$ cat src/rtl/core/bom_pkg.sv
// Package for the billboard orientation matrix core: payload structs, codes,
// operand map and the sequencer program (step list and micro-op decode).
// No dependencies.
package bom_pkg;

  localparam int FracBits = 16;
  localparam int DataW    = 32;
  localparam int ProdW    = 64;
  localparam int AccW     = 66;
  localparam int DivW     = DataW + FracBits;
  localparam int NumRf    = 30;
  localparam int CntW     = $clog2(DivW + 1);

  // input commands
  localparam logic [2:0] CmdRow          = 3'd0;
  localparam logic [2:0] CmdOrigin       = 3'd1;
  localparam logic [2:0] CmdUp           = 3'd2;
  localparam logic [2:0] CmdCompute      = 3'd3;
  localparam logic [2:0] CmdComputeNoCam = 3'd4;

  // configuration register indexes
  localparam logic [2:0] CfgMode   = 3'd0;
  localparam logic [2:0] CfgAxisX  = 3'd1;
  localparam logic [2:0] CfgAxisY  = 3'd2;
  localparam logic [2:0] CfgAxisZ  = 3'd3;
  localparam logic [2:0] CfgFwdOff = 3'd4;

  localparam logic [1:0] ModePoint = 2'd0;
  localparam logic [1:0] ModeAxis  = 2'd1;

  localparam logic [1:0] RowNone = 2'd3;

  // operand codes: below 32 the register file, 32 and above the named sources
  typedef logic [5:0] src_t;
  localparam src_t SrcOrg  = 6'd12;
  localparam src_t SrcCup  = 6'd15;
  localparam src_t SrcCam  = 6'd18;
  localparam src_t SrcRgt  = 6'd21;
  localparam src_t SrcUpv  = 6'd24;
  localparam src_t SrcFwd  = 6'd27;
  localparam src_t SrcAx0  = 6'd32;
  localparam src_t SrcAx1  = 6'd33;
  localparam src_t SrcAx2  = 6'd34;
  localparam src_t SrcFo   = 6'd35;
  localparam src_t SrcOne  = 6'd36;
  localparam src_t SrcTr0  = 6'd37;
  localparam src_t SrcTr1  = 6'd38;
  localparam src_t SrcTr2  = 6'd39;

  localparam logic [DataW-1:0] QOne = DataW'(1) << FracBits;

  typedef enum logic [2:0] {
    K_CAM, K_NORM, K_CROSS, K_MATV, K_TRANS
  } kind_e;

  typedef enum logic [2:0] {
    V_ORG, V_CUP, V_CAM, V_RGT, V_UPV, V_FWD, V_AX, V_TR
  } vec_e;

  typedef enum logic [1:0] {
    OP_MUL, OP_SQRT, OP_DIV
  } op_e;

  typedef enum logic [3:0] {
    S_IDLE, S_DECODE, S_FETCH_A, S_FETCH_B, S_MUL, S_MUL_WB,
    S_SQRT, S_DIV, S_DIV_WB, S_EMIT_RD, S_EMIT_OUT
  } state_e;

  typedef struct packed {
    op_e  op;
    src_t a;
    src_t b;
    src_t d;
    logic clr;
    logic neg;
    logic shf;
    logic st;
  } uop_t;

  typedef struct packed {
    kind_e kind;
    vec_e  va;
    vec_e  vb;
    vec_e  vd;
    logic  last;
  } step_t;

  typedef struct packed {
    logic [2:0]              command;
    logic [1:0]              row;
    logic signed [DataW-1:0] vec_x;
    logic signed [DataW-1:0] vec_y;
    logic signed [DataW-1:0] vec_z;
    logic signed [DataW-1:0] vec_w;
  } in_req_t;

  typedef struct packed {
    logic [1:0]              column;
    logic signed [DataW-1:0] out_x;
    logic signed [DataW-1:0] out_y;
    logic signed [DataW-1:0] out_z;
    logic                    degenerate;
    logic                    last;
  } out_rsp_t;

  function automatic logic [DataW-1:0] sat32(logic signed [AccW-1:0] v);
    if (v[AccW-1:DataW-1] == '0 || v[AccW-1:DataW-1] == '1) begin
      return v[DataW-1:0];
    end
    return v[AccW-1] ? {1'b1, {(DataW-1){1'b0}}} : {1'b0, {(DataW-1){1'b1}}};
  endfunction

  function automatic src_t vsrc(vec_e v, logic [1:0] i);
    src_t base;
    case (v)
      V_ORG:   base = SrcOrg;
      V_CUP:   base = SrcCup;
      V_CAM:   base = SrcCam;
      V_RGT:   base = SrcRgt;
      V_UPV:   base = SrcUpv;
      V_FWD:   base = SrcFwd;
      V_AX:    base = SrcAx0;
      V_TR:    base = SrcTr0;
      default: base = SrcOrg;
    endcase
    return base + {4'b0000, i};
  endfunction

  // world element at row r, column c
  function automatic src_t wsrc(logic [1:0] r, logic [1:0] c);
    return {2'b00, r, c};
  endfunction

  function automatic logic [1:0] nx3(logic [1:0] i);
    return (i == 2'd2) ? 2'd0 : i + 2'd1;
  endfunction

  function automatic logic [3:0] sub_last(kind_e k);
    logic [3:0] n;
    unique case (k)
      K_NORM:  n = 4'd6;
      K_MATV:  n = 4'd8;
      default: n = 4'd5;
    endcase
    return n;
  endfunction

  function automatic step_t mk(kind_e k, vec_e a, vec_e b, vec_e d, logic l);
    step_t s;
    s.kind = k;
    s.va   = a;
    s.vb   = b;
    s.vd   = d;
    s.last = l;
    return s;
  endfunction

  function automatic step_t prog_step(logic axis, logic [3:0] idx);
    step_t s;
    if (!axis) begin
      unique case (idx)
        4'd0:    s = mk(K_CAM,   V_CAM, V_CAM, V_CAM, 1'b0);
        4'd1:    s = mk(K_NORM,  V_CAM, V_CAM, V_CAM, 1'b0);
        4'd2:    s = mk(K_CROSS, V_CUP, V_CAM, V_RGT, 1'b0);
        4'd3:    s = mk(K_CROSS, V_CAM, V_RGT, V_UPV, 1'b0);
        default: s = mk(K_TRANS, V_CAM, V_CAM, V_TR,  1'b1);
      endcase
    end else begin
      unique case (idx)
        4'd0:    s = mk(K_CAM,   V_CAM, V_CAM, V_CAM, 1'b0);
        4'd1:    s = mk(K_NORM,  V_CAM, V_CAM, V_CAM, 1'b0);
        4'd2:    s = mk(K_NORM,  V_AX,  V_AX,  V_RGT, 1'b0);
        4'd3:    s = mk(K_MATV,  V_RGT, V_RGT, V_UPV, 1'b0);
        4'd4:    s = mk(K_NORM,  V_UPV, V_UPV, V_UPV, 1'b0);
        4'd5:    s = mk(K_CROSS, V_UPV, V_CAM, V_RGT, 1'b0);
        4'd6:    s = mk(K_NORM,  V_RGT, V_RGT, V_RGT, 1'b0);
        4'd7:    s = mk(K_CROSS, V_RGT, V_UPV, V_FWD, 1'b0);
        default: s = mk(K_TRANS, V_CAM, V_CAM, V_TR,  1'b1);
      endcase
    end
    return s;
  endfunction

  function automatic uop_t micro(step_t s, logic [3:0] sub);
    uop_t       u;
    logic [1:0] i;
    logic [1:0] j;
    logic [3:0] t;
    u.op  = OP_MUL;
    u.a   = SrcOne;
    u.b   = SrcOne;
    u.d   = SrcTr0;
    u.clr = 1'b0;
    u.neg = 1'b0;
    u.shf = 1'b1;
    u.st  = 1'b0;
    i     = sub[2:1];
    t     = sub - 4'd4;
    j     = t[1:0];
    case (s.kind)
      K_CAM: begin
        if (!sub[0]) begin
          u.a   = vsrc(V_ORG, i);
          u.clr = 1'b1;
        end else begin
          u.a   = wsrc(i, 2'd3);
          u.neg = 1'b1;
          u.st  = 1'b1;
          u.d   = vsrc(V_CAM, i);
        end
      end
      K_TRANS: begin
        if (!sub[0]) begin
          u.a   = wsrc(i, 2'd3);
          u.clr = 1'b1;
        end else begin
          u.a  = vsrc(V_CAM, i);
          u.b  = SrcFo;
          u.st = 1'b1;
          u.d  = vsrc(V_TR, i);
        end
      end
      K_NORM: begin
        if (sub < 4'd3) begin
          u.a   = vsrc(s.va, sub[1:0]);
          u.b   = vsrc(s.va, sub[1:0]);
          u.shf = 1'b0;
          u.clr = (sub == 4'd0);
        end else if (sub == 4'd3) begin
          u.op = OP_SQRT;
        end else begin
          u.op = OP_DIV;
          u.a  = vsrc(s.va, j);
          u.d  = vsrc(s.vd, j);
        end
      end
      K_CROSS: begin
        if (!sub[0]) begin
          u.a   = vsrc(s.va, nx3(i));
          u.b   = vsrc(s.vb, nx3(nx3(i)));
          u.clr = 1'b1;
        end else begin
          u.a   = vsrc(s.va, nx3(nx3(i)));
          u.b   = vsrc(s.vb, nx3(i));
          u.neg = 1'b1;
          u.st  = 1'b1;
          u.d   = vsrc(s.vd, i);
        end
      end
      K_MATV: begin
        i     = (sub < 4'd3) ? 2'd0 : ((sub < 4'd6) ? 2'd1 : 2'd2);
        t     = sub - ({1'b0, i, 1'b0} + {2'b00, i});
        j     = t[1:0];
        u.a   = wsrc(i, j);
        u.b   = vsrc(s.va, j);
        u.clr = (j == 2'd0);
        u.st  = (j == 2'd2);
        u.d   = vsrc(s.vd, i);
      end
      default: u.op = OP_MUL;
    endcase
    return u;
  endfunction

endpackage

$ cat src/rtl/core/billboard_orientation_matrix_core.sv
// Billboard orientation matrix core: loads, sequencer, bit-serial multiply,
// square root and divide over one shared datapath. Depends on bom_pkg.
// A load is stored when it is accepted. A compute runs micro-ops one at a
// time on bit-serial units (multiply, square root, divide); a pass-through
// compute skips them and goes to readout. Each column is then read out and
// held until the output takes it.
// Throughput: one request at a time; input stalls until the last column goes.
// Reset clears control and configuration (axis to +y); stored vectors are not
// cleared and must be loaded before a compute.
module billboard_orientation_matrix_core
  import bom_pkg::*;
(
  input  logic                clk_i,
  input  logic                rst_ni,
  input  logic                cfg_we_i,
  input  logic [2:0]          cfg_idx_i,
  input  logic [DataW-1:0]    cfg_data_i,
  input  logic                in_valid_i,
  output logic                in_stall_o,
  input  in_req_t             in_req_i,
  output logic                out_valid_o,
  input  logic                out_stall_i,
  output out_rsp_t            out_rsp_o
);

  state_e state_q, state_d;

  logic [1:0]       mode_q;
  logic [DataW-1:0] ax_q [3];
  logic [DataW-1:0] fo_q;

  logic [DataW-1:0] rf_q [NumRf];
  logic [DataW-1:0] tr_q [3];

  logic [3:0]      step_q;
  logic [3:0]      sub_q;
  logic [CntW-1:0] cnt_q;
  logic            axis_q;
  logic            pass_q;
  logic            deg_q;
  logic [1:0]      col_q;
  logic [1:0]      comp_q;

  logic [DataW-1:0]        opa_q;
  logic signed [ProdW-1:0] prod_q;
  logic signed [ProdW-1:0] mcand_q;
  logic [DataW-1:0]        mplr_q;
  logic signed [AccW-1:0]  acc_q;
  logic [DataW-1:0]        len_q;
  logic [ProdW-1:0]        sqn_q;
  logic [DataW+1:0]        rem_q;
  logic [DataW-1:0]        root_q;
  logic [DivW-1:0]         num_q;
  logic [DataW-1:0]        drem_q;
  logic [DataW-1:0]        quo_q;
  logic                    dneg_q;
  out_rsp_t                out_q;

  step_t cur_step;
  uop_t  cur_uop;
  logic  sub_done;
  logic  in_acc, out_acc, is_compute, go_pass;

  src_t             rd_code;
  logic [DataW-1:0] rd_val;
  src_t             em_code;

  logic signed [ProdW-1:0] psh;
  logic signed [AccW-1:0]  acc_new;

  logic [DataW+3:0] rem_t, trial;
  logic             sq_ge;
  logic [DataW-1:0] root_new;
  logic [DataW:0]   drt;
  logic             d_ge;
  logic [DataW-1:0] mag;

  assign cur_step   = prog_step(axis_q, step_q);
  assign cur_uop    = micro(cur_step, sub_q);
  assign sub_done   = (sub_q == sub_last(cur_step.kind));
  assign in_stall_o = (state_q != S_IDLE);
  assign in_acc     = in_valid_i && !in_stall_o;
  assign out_valid_o = (state_q == S_EMIT_OUT);
  assign out_acc    = out_valid_o && !out_stall_i;
  assign out_rsp_o  = out_q;
  assign is_compute = (in_req_i.command == CmdCompute) ||
                      (in_req_i.command == CmdComputeNoCam);
  assign go_pass    = (in_req_i.command == CmdComputeNoCam) || mode_q[1];

  // column source for readout
  always_comb begin
    if (pass_q) begin
      em_code = wsrc(comp_q, col_q);
    end else begin
      case (col_q)
        2'd0:    em_code = vsrc(V_RGT, comp_q);
        2'd1:    em_code = vsrc(V_UPV, comp_q);
        2'd2:    em_code = vsrc(axis_q ? V_FWD : V_CAM, comp_q);
        default: em_code = vsrc(V_TR, comp_q);
      endcase
    end
  end

  always_comb begin
    case (state_q)
      S_FETCH_B: rd_code = cur_uop.b;
      S_EMIT_RD: rd_code = em_code;
      default:   rd_code = cur_uop.a;
    endcase
  end

  always_comb begin
    if (!rd_code[5]) begin
      rd_val = rf_q[rd_code[4:0]];
    end else begin
      case (rd_code)
        SrcAx0:  rd_val = ax_q[0];
        SrcAx1:  rd_val = ax_q[1];
        SrcAx2:  rd_val = ax_q[2];
        SrcFo:   rd_val = fo_q;
        SrcOne:  rd_val = QOne;
        SrcTr0:  rd_val = tr_q[0];
        SrcTr1:  rd_val = tr_q[1];
        SrcTr2:  rd_val = tr_q[2];
        default: rd_val = '0;
      endcase
    end
  end

  // accumulate step of a multiply op
  always_comb begin
    psh     = cur_uop.shf ? (prod_q >>> FracBits) : prod_q;
    acc_new = (cur_uop.clr ? AccW'(0) : acc_q) +
              (cur_uop.neg ? -AccW'(psh) : AccW'(psh));
  end

  // one root bit per cycle
  always_comb begin
    rem_t    = {rem_q, sqn_q[ProdW-1:ProdW-2]};
    trial    = {2'b00, root_q, 2'b01};
    sq_ge    = (rem_t >= trial);
    root_new = {root_q[DataW-2:0], sq_ge};
  end

  // one quotient bit per cycle
  always_comb begin
    drt  = {drem_q, num_q[DivW-1]};
    d_ge = (drt >= {1'b0, len_q});
    mag  = rd_val[DataW-1] ? (~rd_val + DataW'(1)) : rd_val;
  end

  always_comb begin
    state_d = state_q;
    unique case (state_q)
      S_IDLE: begin
        if (in_acc && is_compute) begin
          state_d = go_pass ? S_EMIT_RD : S_DECODE;
        end
      end
      S_DECODE:  state_d = (cur_uop.op == OP_SQRT) ? S_SQRT : S_FETCH_A;
      S_FETCH_A: begin
        if (cur_uop.op == OP_DIV) begin
          state_d = (len_q == '0) ? S_DIV_WB : S_DIV;
        end else begin
          state_d = S_FETCH_B;
        end
      end
      S_FETCH_B: state_d = S_MUL;
      S_MUL:     if (cnt_q == CntW'(DataW - 1)) state_d = S_MUL_WB;
      S_DIV:     if (cnt_q == CntW'(DivW - 1)) state_d = S_DIV_WB;
      S_SQRT: begin
        if (cnt_q == CntW'(DataW - 1)) begin
          state_d = (sub_done && cur_step.last) ? S_EMIT_RD : S_DECODE;
        end
      end
      S_MUL_WB, S_DIV_WB: begin
        state_d = (sub_done && cur_step.last) ? S_EMIT_RD : S_DECODE;
      end
      S_EMIT_RD:  if (comp_q == 2'd2) state_d = S_EMIT_OUT;
      S_EMIT_OUT: begin
        if (out_acc) state_d = (col_q == 2'd3) ? S_IDLE : S_EMIT_RD;
      end
      default: state_d = S_IDLE;
    endcase
  end

  always_ff @(posedge clk_i or negedge rst_ni) begin
    if (!rst_ni) begin
      state_q <= S_IDLE;
    end else begin
      state_q <= state_d;
    end
  end

  always_ff @(posedge clk_i or negedge rst_ni) begin
    if (!rst_ni) begin
      mode_q  <= ModePoint;
      ax_q[0] <= '0;
      ax_q[1] <= QOne;
      ax_q[2] <= '0;
      fo_q    <= '0;
    end else if (cfg_we_i) begin
      case (cfg_idx_i)
        CfgMode:   mode_q  <= cfg_data_i[1:0];
        CfgAxisX:  ax_q[0] <= cfg_data_i;
        CfgAxisY:  ax_q[1] <= cfg_data_i;
        CfgAxisZ:  ax_q[2] <= cfg_data_i;
        CfgFwdOff: fo_q    <= cfg_data_i;
        default:   ;
      endcase
    end
  end

  // sequencer control
  always_ff @(posedge clk_i or negedge rst_ni) begin
    if (!rst_ni) begin
      step_q <= '0;
      sub_q  <= '0;
      cnt_q  <= '0;
      axis_q <= 1'b0;
      pass_q <= 1'b0;
      deg_q  <= 1'b0;
      col_q  <= '0;
      comp_q <= '0;
    end else begin
      case (state_q)
        S_IDLE: begin
          if (in_acc && is_compute) begin
            step_q <= '0;
            sub_q  <= '0;
            deg_q  <= 1'b0;
            col_q  <= '0;
            comp_q <= '0;
            axis_q <= (mode_q == ModeAxis);
            pass_q <= go_pass;
          end
        end
        S_DECODE, S_FETCH_A, S_FETCH_B: cnt_q <= '0;
        S_MUL, S_DIV: cnt_q <= cnt_q + CntW'(1);
        S_SQRT: begin
          cnt_q <= cnt_q + CntW'(1);
          if (cnt_q == CntW'(DataW - 1)) begin
            if (root_new == '0) deg_q <= 1'b1;
            if (sub_done) begin
              sub_q  <= '0;
              step_q <= step_q + 4'd1;
            end else begin
              sub_q <= sub_q + 4'd1;
            end
          end
        end
        S_MUL_WB, S_DIV_WB: begin
          if (sub_done) begin
            sub_q  <= '0;
            step_q <= step_q + 4'd1;
          end else begin
            sub_q <= sub_q + 4'd1;
          end
        end
        S_EMIT_RD: comp_q <= comp_q + 2'd1;
        S_EMIT_OUT: begin
          if (out_acc) begin
            comp_q <= '0;
            col_q  <= col_q + 2'd1;
          end
        end
        default: ;
      endcase
    end
  end

  // stored vectors: loads and op results
  always_ff @(posedge clk_i) begin
    if (in_acc) begin
      case (in_req_i.command)
        CmdRow: begin
          if (in_req_i.row != RowNone) begin
            rf_q[{1'b0, in_req_i.row, 2'd0}] <= in_req_i.vec_x;
            rf_q[{1'b0, in_req_i.row, 2'd1}] <= in_req_i.vec_y;
            rf_q[{1'b0, in_req_i.row, 2'd2}] <= in_req_i.vec_z;
            rf_q[{1'b0, in_req_i.row, 2'd3}] <= in_req_i.vec_w;
          end
        end
        CmdOrigin: begin
          rf_q[SrcOrg[4:0]]        <= in_req_i.vec_x;
          rf_q[SrcOrg[4:0] + 5'd1] <= in_req_i.vec_y;
          rf_q[SrcOrg[4:0] + 5'd2] <= in_req_i.vec_z;
        end
        CmdUp: begin
          rf_q[SrcCup[4:0]]        <= in_req_i.vec_x;
          rf_q[SrcCup[4:0] + 5'd1] <= in_req_i.vec_y;
          rf_q[SrcCup[4:0] + 5'd2] <= in_req_i.vec_z;
        end
        default: ;
      endcase
    end else if ((state_q == S_MUL_WB && cur_uop.st) || state_q == S_DIV_WB) begin
      if (!cur_uop.d[5]) begin
        rf_q[cur_uop.d[4:0]] <= (state_q == S_MUL_WB) ? sat32(acc_new) :
                                (dneg_q ? (~quo_q + DataW'(1)) : quo_q);
      end else begin
        case (cur_uop.d)
          SrcTr0:  tr_q[0] <= sat32(acc_new);
          SrcTr1:  tr_q[1] <= sat32(acc_new);
          SrcTr2:  tr_q[2] <= sat32(acc_new);
          default: ;
        endcase
      end
    end
  end

  // serial arithmetic
  always_ff @(posedge clk_i) begin
    case (state_q)
      S_DECODE: begin
        sqn_q  <= acc_q[ProdW-1:0];
        rem_q  <= '0;
        root_q <= '0;
      end
      S_FETCH_A: begin
        opa_q  <= rd_val;
        dneg_q <= rd_val[DataW-1];
        num_q  <= {mag, {FracBits{1'b0}}};
        drem_q <= '0;
        quo_q  <= '0;
      end
      S_FETCH_B: begin
        prod_q  <= '0;
        mcand_q <= ProdW'(signed'(opa_q));
        mplr_q  <= rd_val;
      end
      S_MUL: begin
        // sign bit of the multiplier carries negative weight
        if (mplr_q[0]) begin
          prod_q <= (cnt_q == CntW'(DataW - 1)) ? prod_q - mcand_q : prod_q + mcand_q;
        end
        mcand_q <= mcand_q <<< 1;
        mplr_q  <= mplr_q >> 1;
      end
      S_MUL_WB: acc_q <= acc_new;
      S_SQRT: begin
        rem_q  <= sq_ge ? 34'(rem_t - trial) : rem_t[DataW+1:0];
        root_q <= root_new;
        sqn_q  <= sqn_q << 2;
        if (cnt_q == CntW'(DataW - 1)) len_q <= root_new;
      end
      S_DIV: begin
        drem_q <= d_ge ? DataW'(drt - {1'b0, len_q}) : drt[DataW-1:0];
        quo_q  <= {quo_q[DataW-2:0], d_ge};
        num_q  <= num_q << 1;
      end
      default: ;
    endcase
  end

  // result register
  always_ff @(posedge clk_i) begin
    if (state_q == S_EMIT_RD) begin
      out_q.column     <= col_q;
      out_q.degenerate <= pass_q ? 1'b0 : deg_q;
      out_q.last       <= (col_q == 2'd3);
      case (comp_q)
        2'd0:    out_q.out_x <= rd_val;
        2'd1:    out_q.out_y <= rd_val;
        default: out_q.out_z <= rd_val;
      endcase
    end
  end

  a_no_accept_while_out : assert property (@(posedge clk_i) disable iff (!rst_ni)
    out_valid_o |-> in_stall_o) else $error("request taken during readout");

  a_compute_busy : assert property (@(posedge clk_i) disable iff (!rst_ni)
    (in_acc && is_compute) |=> in_stall_o) else $error("compute did not go busy");

  a_div_nonzero : assert property (@(posedge clk_i) disable iff (!rst_ni)
    (state_q == S_DIV) |-> (len_q != '0)) else $error("divide by zero length");

  a_last_ends : assert property (@(posedge clk_i) disable iff (!rst_ni)
    (out_acc && out_rsp_o.last) |=> !out_valid_o) else $error("result after last");

endmodule
$ cat config.mk
export PLATFORM = sky130hd
export DESIGN_NAME = billboard_orientation_matrix_core
export DESIGN_NICKNAME = d
export VERILOG_FILES = /design/src/rtl/core/bom_pkg.sv /design/src/rtl/core/billboard_orientation_matrix_core.sv
export SDC_FILE = /design/constraint.sdc
export NUM_CORES = 2
export LEC_CHECK = 0
export BUFFER_PORTS_ARGS = -buffer_cell sky130_fd_sc_hd__buf_4
export CAP_MARGIN = 20
export CELL_PAD_IN_SITES_DETAIL_PLACEMENT = 0
export CELL_PAD_IN_SITES_GLOBAL_PLACEMENT = 1
export CORE_ASPECT_RATIO = 0.75
export CORE_MARGIN = 1
export CORE_UTILIZATION = 28
export DETAILED_ROUTE_END_ITERATION = 12
export HOLD_SLACK_MARGIN = 0.12
export PLACE_DENSITY_LB_ADDON = 0.1
export REMOVE_ABC_BUFFERS = 1
export SLEW_MARGIN = 10
export SYNTH_ARGS = -nofsm -noshare
export SYNTH_HDL_FRONTEND = slang
export SYNTH_SLANG_ARGS = --single-unit
export TNS_END_PERCENT = 20
$ cat constraint.sdc
create_clock -name clk_i -period 10.96 [get_ports clk_i]
set_input_delay 0.548 -clock clk_i [delete_from_list [all_inputs] [get_ports clk_i]]
set_output_delay 0.548 -clock clk_i [all_outputs]
set_load 0.03 [all_outputs]
-- Word-level counts from Yosys, hierarchy flattened
Memory sizes are Yosys's and may differ from the RTL's.
Cells that the tools add are included.
- add/sub/neg operators: 37
- magnitude comparators: 4
- equal/unequal tests: 61
- multiplexer cells: 217
- bitwise gates (word level): 3
- reduce and logical (&&, ||, !) cells: 64
- operator list (cell ; count):
    2-to-1 mux 32 bit ; 35
    one-hot mux 64 bit (2 select lines) ; 3
    OR reduction 32 bit ; 9
    2-to-1 mux 6 bit ; 47
    one-hot mux 32 bit (2 select lines) ; 4
    one-hot mux 32 bit (8 select lines) ; 1
    2-to-1 mux 66 bit ; 2
    2-to-1 mux 64 bit ; 2
    adder 6 x 2 -> 6 bit ; 19
    one-hot mux 48 bit (2 select lines) ; 1
    equality test 6 bit, second input constant ; 12
    one-hot mux 34 bit (2 select lines) ; 1
    adder 66 bit ; 1
    negation 64 -> 66 bit ; 1
    adder 32 x 1 -> 32 bit, second input constant ; 2
    adder 64 bit ; 1
    logical NOT 32 bit ; 2
    2-to-1 mux 4 bit ; 16
    NOT 32 bit ; 2
    subtractor 64 bit ; 1
    2-to-1 mux 1 bit ; 63
    2-to-1 mux 63 bit ; 1
    one-hot mux 13 bit (4 select lines) ; 1
    one-hot mux 4 bit (10 select lines) ; 1
    60 further kinds ; 158
- register bits: 788
- RAM bits: 1056
- ROM bits: 664
- input port bits: 173
- output and inout port bits: 102
- logic and storage cells: 434
- memories kept: 15
- memories (name ; depth ; bits a word ; read ports ; clocked after memory_dff ; wr ports ; line ; RTL):
    rf_q ; 30 ; 32 ; 1 ; 0 ; 4 ; billboard_orientation_matrix_core.sv:32 ; logic [DataW-1:0] rf_q [NumRf];
    tr_q ; 3 ; 32 ; 3 ; 0 ; 1 ; billboard_orientation_matrix_core.sv:33 ; logic [DataW-1:0] tr_q [3];
    (no name shown) ; 8 ; 11 ; 1 ; 0 ; 0 ; bom_pkg.sv:169 ; unique case (idx)
    (no name shown) ; 8 ; 6 ; 1 ; 0 ; 0 ; bom_pkg.sv:115 ; case (v)
    (no name shown) ; 8 ; 6 ; 1 ; 0 ; 0 ; bom_pkg.sv:115 ;
    (no name shown) ; 8 ; 6 ; 1 ; 0 ; 0 ; bom_pkg.sv:115 ;
    9 more memories ; -- ; -- ; -- ; -- ; -- ; -- ;

-- Logic depth before layout (Yosys ltp)
An unclocked memory read counts as a cell.
- depth in word-level cells: 27
- mapped depth: 44
- mapped depth without buffers: 35

-- Worst setup path after synthesis
No wires, ideal clock.
- path kind: reg-to-reg
- start: register step_q[0]
- end: memory rf_q[18][28], data pin
- setup time: 287 ps
- arrival: 9776 ps
- data required time: 10673 ps
- path slack: 898 ps
- stages on the path, launching flop included: 43
- buffers on the path: 10
- clock period less this slack: 10062 ps
- path through: dfrtp_1 -> inv_2 -> ha_1 -> nor2b_1 -> o21ai_1 -> and4_1 -> buf_6 -> buf_2 -> buf_1 -> buf_1 -> clkbuf_1 -> buf_1 -> mux2i_1 -> ha_1 -> nand3_1 -> nor4_1 -> nand2_1 -> or3_1 -> (+7 left out) -> nand2_1 -> o21ai_0 -> or2_2 -> a21o_1 -> a21oi_1 -> o211ai_1 -> a2111o_1 -> nand2_1 -> o311ai_0 -> or3_1 -> or4_1 -> nor4b_2 -> buf_2 -> buf_4 -> a31oi_4 -> o22ai_2 -> buf_6 -> inv_1
- RTL lines (what ; line ; RTL):
    start, declared ; billboard_orientation_matrix_core.sv:35 ; logic [3:0] step_q;
    start signal, assigned ; billboard_orientation_matrix_core.sv:246 ; step_q <= step_q + 4'd1;
    start signal, assigned ; billboard_orientation_matrix_core.sv:255 ; step_q <= step_q + 4'd1;
    end, declared ; billboard_orientation_matrix_core.sv:32 ;

==> key figures <==
Clock tree
  – # H-tree levels: 4
  – Setup Buffers After CTS: 0
  – # clock sinks: approximately 1,900
  – Clock slew at reported path FFs: 0.06 ns
  – CTS tree: yes
  – Clock latency at the later pin of the worst-skew pair: around 0.96 ns
  – Clk root buf: clkbuf_16
  – TritonCTS Buffers: around 220
  – Maximum clock path buffer count: 4

Routing
  – Via count: slightly above 80,000
  – Drt pass-1 iters: 6
  – Drt wl/cell: 30.73 microns
  – Iter 0 DRT Violations: 9,122
  – Vias per cell: 5.398
  – DRC viols: 0
  – Final WL: approximately 460 mm
  – Antenna-violating nets left: 0

Synthesis
  – Complex-gate fraction of the synthesized area: 14.26%
  – Synth Area in XOR/XNOR: 2.712%
  – Post-synthesis mux area share: 6.763%
  – Mapped cell area: 101,900 sq um
  – Cell count after synthesis: 9,450
  – Area leader, netlist: edfxtp_1
  – Post-synthesis async set-or-reset flop share: 8.197%
  – Seq/Total Area, Yosys: a little over half
  – Synth top area cells: edfxtp_1 (51%), nand2_1 (5.9%), mux2i_1 (4.4%)
  – Ys Warns: 0
  – Area fraction of the dominant cell type after synthesis: 51.17%
  – Number of distinct library cells after synthesis: 111
  – Adder-cell share of the synthesized area: under 10%
  – Synth Register Bits: approximately 1,900
  – Mean Syn Cell Area: 10.78 sq um
  – Dominant synthesized flop cell: edfxtp_1
  – Largest family of logic cells by synthesized area: simple AND/OR/NAND/NOR gates
  – Post-synthesis simple-gate area fraction: 14.41%
  – Number of synthesized flops with an enable pin: 1,736

Placement
  – I/O Buffers: 274
  – Gpl congestion: 0.8948
  – Hpwl dp: between 300 and 400 mm
  – Dpl cell area: 112,200 sq um

Floorplan
  – Core area: 361,600 sq um
  – Row Count: approximately 190
  – Total die area: between 300,000 and 400,000 sq um
  – Initial Utilization: 28.17%
  – Die height: 524.4 microns
  – # IOs: approximately 280
  – Die width: ~700 microns

STA
  – Final period util: about 97%
  – Final worst path period need: 10.62 ns
  – F_max: 94.17 MHz
  – RSZ-0062 raised after global routing: true
  – Setup Skew: 0.07989 ns
  – Slew @ Worst Pin: roughly 1.3 ns
  – Final setup violation count: 0
  – Setup TNS: 0 ns
  – Worst hold margin: 0.1761 ns
  – Final Hold Vio Count: 0
  – Slew HR: ~16%
  – Max-slew violations: 0

GRT
  – Grt ovf: 0
  – Number of global-route vias before repair: roughly 75,000
  – First-pass GRT wire length: 627.1 mm
  – Initial antenna violation count: a little over 60
  – Largest net degree at the start of global routing: 100
  – Total global-route track usage: between 20% and 30%

Finish
  – Most common cell after layout, fill and taps aside: edfxtp_1
  – Most frequent cells in the layout: edfxtp_1 (1,736), nand2_1 (1,565), buf_4 (615)
  – Post-layout net count: 10,380
  – Core Util, Final: between 30% and 40%
  – Post-route cell area: 120,800 sq um
  – Layout cells sized above 1: 14.57%
  – Filler cell count: 36,380
  – Syn-to-layout area delta: 18.59%

Setup path
  – Cell mode on critical path: nand2_1
  – Slowest-stage cell, CP: o211ai_1
  – RR Startpoint: step_q[0]
  – WP data required: 11.62 ns
  – Max incr delay on CP: 0.74 ns
  – CP max FO: 26
  – CP Capture Type: register
  – Critical path launch point: step_q[0]
  – CP Data Arrival Time: 11.27 ns
  – Crit start category: register
  – Crit path kind: reg -> reg

Job
  – MaxCap Viol Count: 0

Power
  – Worst vdd ir: 0.0001571 V
  – Cell area power density: 131.7 nW/um^2
  – Total power: 0.01592 W
  – Lkg Pwr: 45.13 nW

Worst hold path
  – Worst Min Path Start: in_req_i[10]
  – Hold crit path type: in -> reg

Run status
  – Outcome: completed
==> routing by layer <==
metal  up-vias  wire, microns  global-route usage (%)
met5         -            128                       0
met4        24          10080                   5.177
met3       441          39920                   5.571
met2      3175         184400                   33.94
met1     41180         225400                   37.39
li1      35990              -                       -
==> area by class of cell <==
| class | instances | area, sq um | area share, % |
|---|---|---|---|
| Sequential cell | 1891 | 56010 | 46.36 |
| Multi-Input combinational cell | 6719 | 42940 | 35.54 |
| Timing Repair Buffer | 849 | 7736 | 6.404 |
| Tap cell | 4825 | 6037 | 4.997 |
| Clock buffer | 286 | 5903 | 4.886 |
| Clock inverter | 118 | 1142 | 0.9456 |
| Inverter | 267 | 1005 | 0.8317 |
| Antenna cell | 15 | 37.54 | 0.03107 |
==> logic make-up after synthesis <==
| kind of cell | after synthesis |
|---|---|
| buffers and inverters | 840 |
| xor gates and xnor gates | 312 |
| and+or+nand+nor | 3269 |
| muxes | 656 |
| DFF | 1891 |
| adders and majority gates | 256 |
| AOI/OAI and AO/OA | 2226 |
==> sequential cells by signal, indices dropped and copies added, names as in the netlist, 32 cells and up <==
name,flops
drem_q,32
mcand_q,64
rem_q,34
quo_q,32
out_rsp_o,100
opa_q,32
acc_q,66
tr_q,96
len_q,32
root_q,32
mplr_q,32
sqn_q,64
fo_q,32
rf_q,1024
num_q,32
ax_q,96
prod_q,64
==> stage by stage <==
stage / instances / worst slack [ns]
6_report: 14970 / 0.3409
5_1_grt: 14960 / -0.001765
4_1_cts: 14950 / 0.5180
3_5_place_dp: 14400 / 0.5363
3_3_place_gp: 14390 / 0.4916
2_1_floorplan: 8877 / -6.157
==> final timing paths <==
path | endpoint | slack [ns] | cells past startpoint
max reg2reg | rf_q[29][0] | 0.34 | 35
max | rf_q[29][0] | 0.34 | 35
min reg2reg | sqn_q[31] | 0.47 | 2
min | rf_q[7][10] | 0.18 | 4
max in group asynchronous | deg_q | 9.43 | 3
min in group asynchronous | ax_q[94] | 0.21 | 2
==> cells in the mapped netlist, drive strengths merged (20+ instances only) <==
cell,instances
a311oi,30
or2,28
a22oi,41
a31oi,84
nand2b,46
xor2,124
o22ai,42
buf,219
a21oi,531
o211ai,38
nand4,101
or4,20
o31ai,57
o21bai,31
ha,246
a2111oi,56
edfxtp,1736
and3,63
o21a,41
xnor2,187
o41ai,21
nor3,165
and2,138
mux2,205
nor4,66
a21boi,34
nor2,595
clkbuf,354
dfrtp,154
a32oi,46
and4,21
nand3,258
nor2b,51
nand2,1605
inv,267
a21o,167
a221oi,55
mux2i,446
or3,50
a211oi,46
o221ai,20
o21ai,721
==> critical path, delay by kind of cell, from the launching register on <==
kind	cells	cell delay (ns)
fa+ha+maj	3	0.94
compound gates	13	3.79
simple gates	15	4.37
buf+inv	4	0.72
flops	1	0.49
==> where the power goes <==
group          switching, W  internal (W)  total, W
Sequential        0.0000660       0.00790   0.00797
Clock               0.00332       0.00420   0.00751
Combinational      0.000213      0.000218  0.000431
==> timing repair <==
item,in CTS,in global routing
resized for setup,0,1
endpoints found under the hold margin,678,0
endpoints found under the setup margin,0,15
hold buffers,152,0
(Power assumes the default switching activity.)
